<file path="src/hdl/mbal_pkg.sv">
// Shared widths, channel codes and register indexes for the block averager.
package mbal_pkg;

  localparam int RawW     = 10;
  localparam int MvW      = 13;
  localparam int SumW     = 16;
  localparam int PhaseW   = 3;
  localparam int NumCh    = 5;
  localparam int ScaleShift = 10;
  localparam int RegIdxW  = 3;
  localparam int AddrW    = RegIdxW + 2;
  localparam int DataW    = 32;

  localparam logic [PhaseW-1:0] CH_VOLTAGE = 3'd0;
  localparam logic [PhaseW-1:0] CH_CURRENT = 3'd1;
  localparam logic [PhaseW-1:0] CH_TEMP_A  = 3'd2;
  localparam logic [PhaseW-1:0] CH_TEMP_B  = 3'd3;
  localparam logic [PhaseW-1:0] CH_TEMP_C  = 3'd4;
  localparam logic [PhaseW-1:0] CH_DISCARD = 3'd5;

  localparam logic [MvW-1:0] VREF_RESET  = 13'd5000;
  localparam logic [MvW-1:0] LIMIT_RESET = 13'd5500;

  typedef enum logic [RegIdxW-1:0] {
    REG_VREF    = 3'd0,
    REG_LIM_V   = 3'd1,
    REG_LIM_I   = 3'd2,
    REG_LIM_TA  = 3'd3,
    REG_LIM_TB  = 3'd4,
    REG_LIM_TC  = 3'd5
  } reg_idx_e;

endpackage

</file>
<file path="src/hdl/mbal_divn.sv">
// Division of a channel sum by a fixed block length through a reciprocal multiply.
module mbal_divn
  import mbal_pkg::*;
#(
  parameter int Divisor = 10
) (
  input  logic [SumW-1:0] sum_i,
  output logic [MvW-1:0]  quot_o
);

  // A shift of the sum width plus four keeps the quotient exact for divisors up to 15.
  localparam int RecipShift = SumW + 4;
  localparam int RecipW     = RecipShift + 1;
  localparam int ProdW      = SumW + RecipW;
  localparam logic [RecipW-1:0] Recip =
      RecipW'(((64'd1 << RecipShift) + 64'(Divisor) - 64'd1) / 64'(Divisor));

  logic [ProdW-1:0] prod;

  assign prod   = ProdW'(sum_i) * ProdW'(Recip);
  assign quot_o = prod[RecipShift +: MvW];

endmodule

</file>
<file path="src/hdl/multichannel_block_average_limit.sv">
// Top level of the five-channel block averager with per-channel trip limits.
// An item is held in the input register; its result is loaded into the result register
// once that register is empty or its current result is being taken.
// Throughput: one item per cycle while the output is not stalled; scaling, limit check,
// accumulation and the five reciprocal divides each sit in the single stage between the input and result registers.
// Reset: asynchronous, active low; clears phase, count, sums and averages and loads
// the register defaults (reference 5000 mV, all limits 5500 mV).
module multichannel_block_average_limit
  import mbal_pkg::*;
#(
  parameter int SAMPLES_PER_CHANNEL = 10
) (
  input  logic               clk_i,
  input  logic               rst_ni,
  input  logic               in_valid_i,
  output logic               in_stall_o,
  input  logic [RawW-1:0]    raw_sample_i,
  output logic               out_valid_o,
  input  logic               out_stall_i,
  output logic [PhaseW-1:0]  channel_o,
  output logic [MvW-1:0]     sample_mv_o,
  output logic               over_limit_o,
  output logic [PhaseW-1:0]  next_channel_o,
  output logic               averages_valid_o,
  output logic [MvW-1:0]     avg_voltage_mv_o,
  output logic [MvW-1:0]     avg_current_mv_o,
  output logic [MvW-1:0]     avg_temp_a_mv_o,
  output logic [MvW-1:0]     avg_temp_b_mv_o,
  output logic [MvW-1:0]     avg_temp_c_mv_o,
  input  logic               psel,
  input  logic               penable,
  input  logic               pwrite,
  input  logic [AddrW-1:0]   paddr,
  input  logic [DataW-1:0]   pwdata,
  output logic [DataW-1:0]   prdata,
  output logic               pready
);

  localparam int CntW  = $clog2(SAMPLES_PER_CHANNEL + 1);
  localparam int ProdW = RawW + MvW;

  logic [MvW-1:0]    vref_q;
  logic [MvW-1:0]    lim_q [NumCh];
  logic [PhaseW-1:0] phase_q, phase_d;
  logic [CntW-1:0]   cnt_q, cnt_d;
  logic [SumW-1:0]   sums_q [NumCh];
  logic [SumW-1:0]   sums_d [NumCh];
  logic [MvW-1:0]    pub_q [NumCh];
  logic [MvW-1:0]    pub_d [NumCh];
  logic [MvW-1:0]    quot [NumCh];

  logic              s1_valid_q;
  logic [RawW-1:0]   s1_raw_q;
  logic              in_accept;
  logic              advance;

  logic [ProdW-1:0]  prod;
  logic [MvW-1:0]    mv;
  logic [MvW-1:0]    lim_sel;
  logic [SumW-1:0]   sum_sel;
  logic [SumW:0]     sum_add;
  logic [CntW-1:0]   cnt_inc;
  logic [PhaseW-1:0] res_ch, res_next;
  logic              res_over, res_avg;

  logic              cfg_wr;
  reg_idx_e          cfg_idx;

  // Configuration port.
  assign pready  = 1'b1;
  assign cfg_wr  = psel && penable && pwrite && pready;
  assign cfg_idx = reg_idx_e'(paddr[AddrW-1:2]);

  always_comb begin
    prdata = '0;
    unique case (cfg_idx)
      REG_VREF:   prdata = DataW'(vref_q);
      REG_LIM_V:  prdata = DataW'(lim_q[0]);
      REG_LIM_I:  prdata = DataW'(lim_q[1]);
      REG_LIM_TA: prdata = DataW'(lim_q[2]);
      REG_LIM_TB: prdata = DataW'(lim_q[3]);
      REG_LIM_TC: prdata = DataW'(lim_q[4]);
      default:    prdata = '0;
    endcase
  end

  always_ff @(posedge clk_i or negedge rst_ni) begin
    if (!rst_ni) begin
      vref_q <= VREF_RESET;
      for (int i = 0; i < NumCh; i++) begin
        lim_q[i] <= LIMIT_RESET;
      end
    end else if (cfg_wr) begin
      unique case (cfg_idx)
        REG_VREF:   vref_q   <= pwdata[MvW-1:0];
        REG_LIM_V:  lim_q[0] <= pwdata[MvW-1:0];
        REG_LIM_I:  lim_q[1] <= pwdata[MvW-1:0];
        REG_LIM_TA: lim_q[2] <= pwdata[MvW-1:0];
        REG_LIM_TB: lim_q[3] <= pwdata[MvW-1:0];
        REG_LIM_TC: lim_q[4] <= pwdata[MvW-1:0];
        default: ;
      endcase
    end
  end

  // Input register and flow control.
  assign advance    = s1_valid_q && (!out_valid_o || !out_stall_i);
  assign in_stall_o = s1_valid_q && !advance;
  assign in_accept  = in_valid_i && !in_stall_o;

  always_ff @(posedge clk_i or negedge rst_ni) begin
    if (!rst_ni) begin
      s1_valid_q <= 1'b0;
    end else if (in_accept) begin
      s1_valid_q <= 1'b1;
    end else if (advance) begin
      s1_valid_q <= 1'b0;
    end
  end

  always_ff @(posedge clk_i) begin
    if (in_accept) begin
      s1_raw_q <= raw_sample_i;
    end
  end

  // Scaling and per-channel selection.
  assign prod = ProdW'(s1_raw_q) * ProdW'(vref_q);
  assign mv   = prod[ScaleShift +: MvW];

  always_comb begin
    lim_sel = '0;
    sum_sel = '0;
    unique case (phase_q)
      CH_VOLTAGE: begin lim_sel = lim_q[0]; sum_sel = sums_q[0]; end
      CH_CURRENT: begin lim_sel = lim_q[1]; sum_sel = sums_q[1]; end
      CH_TEMP_A:  begin lim_sel = lim_q[2]; sum_sel = sums_q[2]; end
      CH_TEMP_B:  begin lim_sel = lim_q[3]; sum_sel = sums_q[3]; end
      CH_TEMP_C:  begin lim_sel = lim_q[4]; sum_sel = sums_q[4]; end
      default:    begin lim_sel = '0;       sum_sel = '0;        end
    endcase
  end

  assign sum_add = {1'b0, sum_sel} + (SumW + 1)'(mv);
  assign cnt_inc = cnt_q + CntW'(1);

  for (genvar c = 0; c < NumCh; c++) begin : g_div
    mbal_divn #(
      .Divisor(SAMPLES_PER_CHANNEL)
    ) u_divn (
      .sum_i  (sums_q[c]),
      .quot_o (quot[c])
    );
  end

  // Next-state and result logic.
  always_comb begin
    phase_d  = phase_q;
    cnt_d    = cnt_q;
    sums_d   = sums_q;
    pub_d    = pub_q;
    res_ch   = phase_q;
    res_over = 1'b0;
    res_avg  = 1'b0;
    res_next = CH_VOLTAGE;
    if (phase_q >= CH_DISCARD) begin
      res_ch  = CH_DISCARD;
      res_avg = 1'b1;
      pub_d   = quot;
      phase_d = CH_VOLTAGE;
      cnt_d   = '0;
      for (int i = 0; i < NumCh; i++) begin
        sums_d[i] = '0;
      end
    end else if (mv >= lim_sel) begin
      res_over = 1'b1;
      phase_d  = CH_VOLTAGE;
      cnt_d    = '0;
      for (int i = 0; i < NumCh; i++) begin
        sums_d[i] = '0;
      end
    end else begin
      for (int i = 0; i < NumCh; i++) begin
        if (phase_q == PhaseW'(i)) begin
          sums_d[i] = sum_add[SumW] ? {SumW{1'b1}} : sum_add[SumW-1:0];
        end
      end
      if (cnt_inc >= CntW'(SAMPLES_PER_CHANNEL)) begin
        cnt_d   = '0;
        phase_d = phase_q + PhaseW'(1);
      end else begin
        cnt_d = cnt_inc;
      end
      res_next = (phase_d >= CH_DISCARD) ? CH_VOLTAGE : phase_d;
    end
  end

  always_ff @(posedge clk_i or negedge rst_ni) begin
    if (!rst_ni) begin
      phase_q <= CH_VOLTAGE;
      cnt_q   <= '0;
      for (int i = 0; i < NumCh; i++) begin
        sums_q[i] <= '0;
        pub_q[i]  <= '0;
      end
      out_valid_o <= 1'b0;
    end else begin
      if (advance) begin
        phase_q <= phase_d;
        cnt_q   <= cnt_d;
        sums_q  <= sums_d;
        pub_q   <= pub_d;
        out_valid_o <= 1'b1;
      end else if (!out_stall_i) begin
        out_valid_o <= 1'b0;
      end
    end
  end

  always_ff @(posedge clk_i) begin
    if (advance) begin
      channel_o        <= res_ch;
      sample_mv_o      <= mv;
      over_limit_o     <= res_over;
      next_channel_o   <= res_next;
      averages_valid_o <= res_avg;
    end
  end

  // The averages change only when a new result is loaded, so they sit with it.
  assign avg_voltage_mv_o = pub_q[0];
  assign avg_current_mv_o = pub_q[1];
  assign avg_temp_a_mv_o  = pub_q[2];
  assign avg_temp_b_mv_o  = pub_q[3];
  assign avg_temp_c_mv_o  = pub_q[4];

endmodule

</file>
<file path="config.mk">
export PLATFORM = sky130hd
export DESIGN_NAME = multichannel_block_average_limit
export DESIGN_NICKNAME = d
export VERILOG_FILES = /design/src/hdl/mbal_pkg.sv /design/src/hdl/mbal_divn.sv /design/src/hdl/multichannel_block_average_limit.sv
export SDC_FILE = /design/constraint.sdc
export NUM_CORES = 2
export LEC_CHECK = 0
export ABC_AREA = 0
export BUFFER_PORTS_ARGS = -buffer_cell sky130_fd_sc_hd__buf_2
export CORE_MARGIN = 10
export CORE_UTILIZATION = 45
export DETAILED_ROUTE_END_ITERATION = 16
export HOLD_SLACK_MARGIN = 0.15
export PLACE_DENSITY_LB_ADDON = 0.15
export SLEW_MARGIN = 20
export SYNTH_ARGS = -nofsm -noshare
export SYNTH_HDL_FRONTEND = slang
export SYNTH_SLANG_ARGS = --single-unit
</file>
<file path="constraint.sdc">
create_clock -name clk_i -period 8.31 [get_ports clk_i]
set_input_delay 1.2465 -clock clk_i [delete_from_list [all_inputs] [get_ports clk_i]]
set_output_delay 1.2465 -clock clk_i [all_outputs]
set_load 0.03 [all_outputs]
</file>
; Word level (Yosys, flattened, before mapping)
; Cells that the tools add are included.
[op_classes]
n_addsub = 3
multipliers = 6
magnitude_cmp = 4
n_eq_ne = 10
muxes = 25
n_reduce_logical = 31
[ops]
columns = op, n
row1 = $mul A16 B16 Y32 const B, 5
row2 = $mux W80, 2
row3 = $mux W16, 6
row4 = $pmux W16 S5, 1
row5 = $pmux W13 S6, 1
row6 = $pmux W13 S5, 1
row7 = $reduce_and A2 Y1, 12
row8 = $mul A10 B13 Y23, 1
row9 = $add A16 B13 Y17, 1
row10 = $mux W3, 5
row11 = $reduce_bool A3 Y1, 5
row12 = $ge A13 B13 Y1, 1
row13 = $eq A3 B2 Y1 const B, 4
row14 = $mux W4, 3
row15 = $eq A3 B3 Y1 const B, 3
row16 = $eq A3 B1 Y1 const B, 2
row17 = $ge A3 B3 Y1 const B, 2
row18 = $logic_not A3 Y1, 2
row19 = $mux W1, 6
row20 = $logic_and A1 B1 Y1, 5
row21 = $add A4 B1 Y4 const B, 1
row22 = $ge A4 B4 Y1 const B, 1
row23 = $logic_not A1 Y1, 4
row24 = $add A3 B1 Y3 const B, 1
row25 = other kinds (4), 4
[totals]
register_bits = 263
inputBits = 54
output_inout_bits = 121
elab_cells = 105

; Depth between registers and ports, before layout
[logic_depth]
word_depth = 8
mapped_depth = 36
mapped_depth_nobuf = 34

; By module
; A second synthesis with hierarchy kept.
[unflattened]
hier_cells = 3957
hier_area_um2 = 39984.6
[by_module_without_submodules]
columns = module, n_inst, cells_per_inst, area_each_um2, seq_area_each_um2
row1 = multichannel_block_average_limit, 1, 1436, 16414.5, 6792.8
row2 = mbal_divn at g_div[1].u_divn ..., 2, 514, 4764.6, 0.0
row3 = mbal_divn at g_div[3].u_divn, 1, 511, 4770.8, 0.0
row4 = mbal_divn at g_div[0].u_divn, 1, 502, 4675.7, 0.0
row5 = mbal_divn at g_div[4].u_divn, 1, 480, 4594.4, 0.0

; Worst setup path before layout
; OpenSTA, ideal clock, no wires.
[synth_timing]
kind = register to register
from = register vref_q[7]
to = register next_channel_o[2], data pin
setup_ns = 0.167
arrival_time_ns = 7.419
required_time_ns = 8.143
slack_ns = 0.724
stages_incl_launch_ff = 34
path_buffers = 2
period_less_slack_ns = 7.586
path_cell_list = dfstp_2 clkbuf_1 nand2_1 fa_1 inv_1 fa_1 inv_1 fa_1 inv_1 fa_1 inv_1 fa_1 inv_1 ha_1 nand2_1 a21oi_1 o21ai_0 nand2_1 a21oi_1 nor2b_1 o21a_1 nor2_1 ha_1 a2111o_1 a31o_1 a21o_1 a31o_1 a221oi_1 nor3_1 o2111ai_2 nand4_4 clkbuf_1 a211o_1 a211oi_1
[synth_via]
elab_chain_cells = 3
[synth_lines]
columns = item, line_no
row1 = start: declaration, multichannel_block_average_limit.sv:42  ; logic [MvW-1:0] vref_q;
row2 = start signal: assignment, multichannel_block_average_limit.sv:95  ; REG_VREF: vref_q <= pwdata[MvW-1:0];
row3 = $mul A10 B13 Y23, multichannel_block_average_limit.sv:128  ; assign prod = ProdW'(s1_raw_q) * ProdW'(vref_q);
row4 = named net prod[11], multichannel_block_average_limit.sv:57  ; logic [ProdW-1:0] prod;
row5 = $ge A13 B13 Y1, multichannel_block_average_limit.sv:175  ; end else if (mv >= lim_sel) begin
row6 = $reduce_or A3 Y1 (no source line), -
row7 = end signal: assignment, multichannel_block_average_limit.sv:225  ; next_channel_o <= res_next;
row8 = end: declaration, multichannel_block_average_limit.sv:23  ; output logic [PhaseW-1:0] next_channel_o,
; The timed path passes the listed nets, and every way through them passes these cells.
; A chain may end at the register's enable or synchronous reset.

; Worst setup path in the final report
[layout_timing]
from = register vref_q[7]
to = register sums_q[18] (netlist bit)
[layout_via]
elab_chain_cells = 6
elab_cells_between_ends = 9
cone_classes = add/sub: 1 / mul: 1 / order compare: 1 / mux: 4 / reduce/logical: 2
[layout_lines]
columns = item, line_no
row1 = $mul A10 B13 Y23 *, multichannel_block_average_limit.sv:128
row2 = named net prod[15], multichannel_block_average_limit.sv:57
row3 = $add A16 B13 Y17, multichannel_block_average_limit.sv:144  ; assign sum_add = {1'b0, sum_sel} + (SumW + 1)'(mv);
row4 = $mux W16, multichannel_block_average_limit.sv:185  ; sums_d[i] = sum_add[SumW] ? {SumW{1'b1}} : sum_add[SumW-1:0];
row5 = $mux W16, multichannel_block_average_limit.sv:184  ; if (phase_q == PhaseW'(i)) begin
row6 = $mux W80, multichannel_block_average_limit.sv:175
row7 = $mux W80, multichannel_block_average_limit.sv:166  ; if (phase_q >= CH_DISCARD) begin
row8 = end signal: assignment, multichannel_block_average_limit.sv:211  ; sums_q <= sums_d;
row9 = end: declaration, multichannel_block_average_limit.sv:46  ; logic [SumW-1:0] sums_q [NumCh];
; The timed path passes the listed nets; every way through them passes the cells marked *. The select of a mux whose other input is x is not followed.

==> impl_metrics.json <==
{
  "max_slew_margin_pct": 33.3,
  "finalClockSkew_ps": 36.5,
  "yosysWarnings": 0,
  "synth_compound_area_share_pct": 8.94,
  "synthMuxAreaShare_pct": 3.34,
  "fmax_mhz": 128,
  "drv_slew": 0,
  "async_flop_share_pct": 88.2,
  "hold_depth": 2,
  "worst_ep_required_time_ps": 8770,
  "maxCapViolCount": 0,
  "dieArea_sq_um": 95400,
  "wl_per_cell_um": 18.8,
  "grt_overflow_total": 0,
  "cp_data_arrival_time_ps": 8260,
  "synth_xor_area_share_pct": 2.51,
  "synth_fa_ha_area_share_pct": 50.8,
  "rrSetupSlack_ps": 510,
  "status": "finished clean",
  "via_count": 25461,
  "fin_crit_sh_pct": 93.9,
  "synth_top_area_share_pct": 26.2,
  "detail-route-antenna-nets": 0,
  "critPathMaxFanout": 11,
  "drive_above_1_share_pct": 11.7,
  "pin_count": 175,
  "grt_max_degree": 111,
  "synth_top_family_by_area": "adder cells",
  "endpoint_kind": "flip-flop",
  "synth-edff-count": 31,
  "die_y_um": 309,
  "fillCellCount": 7697,
  "dr.pass1.iters": 5,
  "hold_violations": 0,
  "seq_area_frac_synth_pct": 18.1,
  "placementRows": 105,
  "htree_levels": 2,
  "use_met1_pct": 28.0,
  "placed_area_sq_um": 39700,
  "numCtsBuffers": 35,
  "gr-max-usage-layer": "met2",
  "finalNetCount": 5124,
  "grtUsageTotal_pct": 20.1,
  "die_w_um": 309,
  "root_buffer": "clkbuf_16",
  "start_util_pct": 45.6,
  "worst_pin_slew_ps": 999,
  "synth_seq_cells": 263,
  "max_stage_delay_ps": 570,
  "synth_area_leader_cell": "fa_1",
  "clk_pin_slew_ps": 60,
  "yosysUniqueCellTypes": 77,
  "clock_sinks": 263,
  "cts_tree": "yes",
  "start_kind": "flip-flop",
  "viasPerCell": 5.16,
  "syn-instance-count": 3696,
  "grt_pass1_wl_mm": 151,
  "port_buffers": 133,
  "grt_util_met3_pct": 2.92,
  "avgSynthCellArea_sq_um": 10.2,
  "critical_path_class": "reg2reg",
  "wirelength_mm": 93.0,
  "areaGrowthSynthToFinish_pct": 9.45,
  "yosys_most_used_dff": "dfrtp_1",
  "yosysMostFrequentCell": "inv_1",
  "synthTopCellsByArea": "fa_1 26%, ha_1 25%, dfrtp_1 12%",
  "rsz0062_at_grt": "false",
  "synth_commonest_cells": "833 x inv_1, 737 x ha_1, 491 x fa_1",
  "synthesis.area_sq_um": 37600,
  "cp_slowest_cell": "fa_1",
  "antenna_found_initial": 2,
  "drt_first_iter_violations": 1410,
  "timing.setup.tns_ps": 0,
  "critPathMostFrequentCell": "fa_1",
  "worstSkewPairLatency_ps": 580,
  "clk_path_buf_depth": 3,
  "grtUsageMet2_pct": 32.9,
  "core_sq_um": 82400,
  "routabilityCongestion": 0.868,
  "reg2reg_depth": 28,
  "route.detailed.drc": 0,
  "hold_class": "reg2reg",
  "hold_buffers": 0,
  "dp_hpwl_mm": 76.9,
  "grt_pass1_vias": 27021,
  "setup_viol": 0,
  "synth-simple-area-share_pct": 6.63,
  "final_area_sq_um": 41100,
  "period_minus_slack_ps": 7800,
  "hold_ws_ps": 468,
  "fin_util_pct": 49.9
}
## flip-flops by register name (all words and copies together) (netlist names)
signal,cells
averages_valid_o,1
avg_voltage_mv_o,13
cnt_q,4
over_limit_o,1
avg_temp_a_mv_o,13
sample_mv_o,13
vref_q,13
s1_raw_q,10
lim_q,65
out_valid_o,1
sums_q,80
phase_q,3
next_channel_o,3
avg_temp_c_mv_o,13
avg_current_mv_o,13
s1_valid_q,1
avg_temp_b_mv_o,13
channel_o,3
## worst paths after layout
path,start,endpoint
min in group asynchronous,rst_ni,avg_temp_c_mv_o[5]
hold / removal,avg_voltage_mv_o[11],avg_voltage_mv_o[11]
setup / recovery,vref_q[7],sums_q[18]
max in group asynchronous,rst_ni,vref_q[5]
hold reg to reg,avg_voltage_mv_o[11],avg_voltage_mv_o[11]
setup reg to reg,vref_q[7],sums_q[18]
## placed cells by master, fill, tap and decap left out, types with 13 or more instances in the layout
cell type,count
a22oi_1,46
edfxtp_1,31
mux2i_1,13
clkbuf_16,37
xor2_1,35
a32o_1,15
dfrtp_1,186
a211oi_1,13
and2_1,67
ha_1,737
mux2_2,97
a31oi_1,16
nor2_1,58
nand2b_1,14
nand3_1,33
conb_1,20
o21ai_1,68
dfstp_2,45
xnor2_1,70
a21o_1,50
buf_2,132
inv_1,832
nor2b_1,16
nor3_1,17
nand2_1,280
a21oi_1,67
and3_1,14
buf_4,63
fa_1,491
o21ai_0,91
## kinds of logic (layout without fill, tap and decap cells)
| family | after synthesis | count (layout) |
|---|---|---|
| buffers and inverters | 946 | 1099 |
| other | 2 | 21 |
| flip-flops | 263 | 263 |
| adder cells (fa/ha/maj) | 1230 | 1230 |
| AND/OR/NAND/NOR | 538 | 538 |
| multiplexers | 112 | 112 |
| AO/OA/AOI/OAI | 498 | 498 |
| XOR/XNOR | 107 | 107 |
## stage by stage
| step | std cells | worst slack (ps) |
|---|---|---|
| 2_1_floorplan | 3714 | 724 |
| 3_3_place_gp | 4869 | 316 |
| 3_5_place_dp | 4869 | 286 |
| 4_1_cts | 4931 | 268 |
| 5_1_grt | 4938 | 14.7 |
| 6_report | 4938 | 507 |
## metal layers
layer / vias up / wire [um]
met5: - / 0
met4: 0 / 1700
met3: 87 / 4480
met2: 446 / 43500
met1: 12623 / 43400
li1: 12305 / -
## cell type report
| class | instances | area, sq um | area share (%) |
|---|---|---|---|
| multi-input combinational | 2505 | 27400 | 66.5 |
| sequential | 263 | 6790 | 16.5 |
| inverter | 833 | 3130 | 7.60 |
| tap | 1070 | 1340 | 3.26 |
| timing repair buffer | 204 | 1290 | 3.14 |
| clock buffer | 46 | 990 | 2.41 |
| clock inverter | 16 | 225 | 0.548 |
| antenna | 1 | 2.50 | 0.00609 |
## repair_timing
item | CTS | global route
resized for setup | 0 | 21
setup buffers | 0 | 6
setup endpoints to repair | 0 | 89
## critical path, delay by kind of cell, from the launching register on
kind	cells	cell delay [ps]
adders and majority gates	8	3560
AOI/OAI and AO/OA	10	1860
and+or+nand+nor	5	800
DFF	1	540
xor gates and xnor gates	1	530
buffers and inverters	4	350
Power is left out: the tool's default activity adds up to more than one toggle a clock period on the data nets, which glitch-free logic cannot reach.
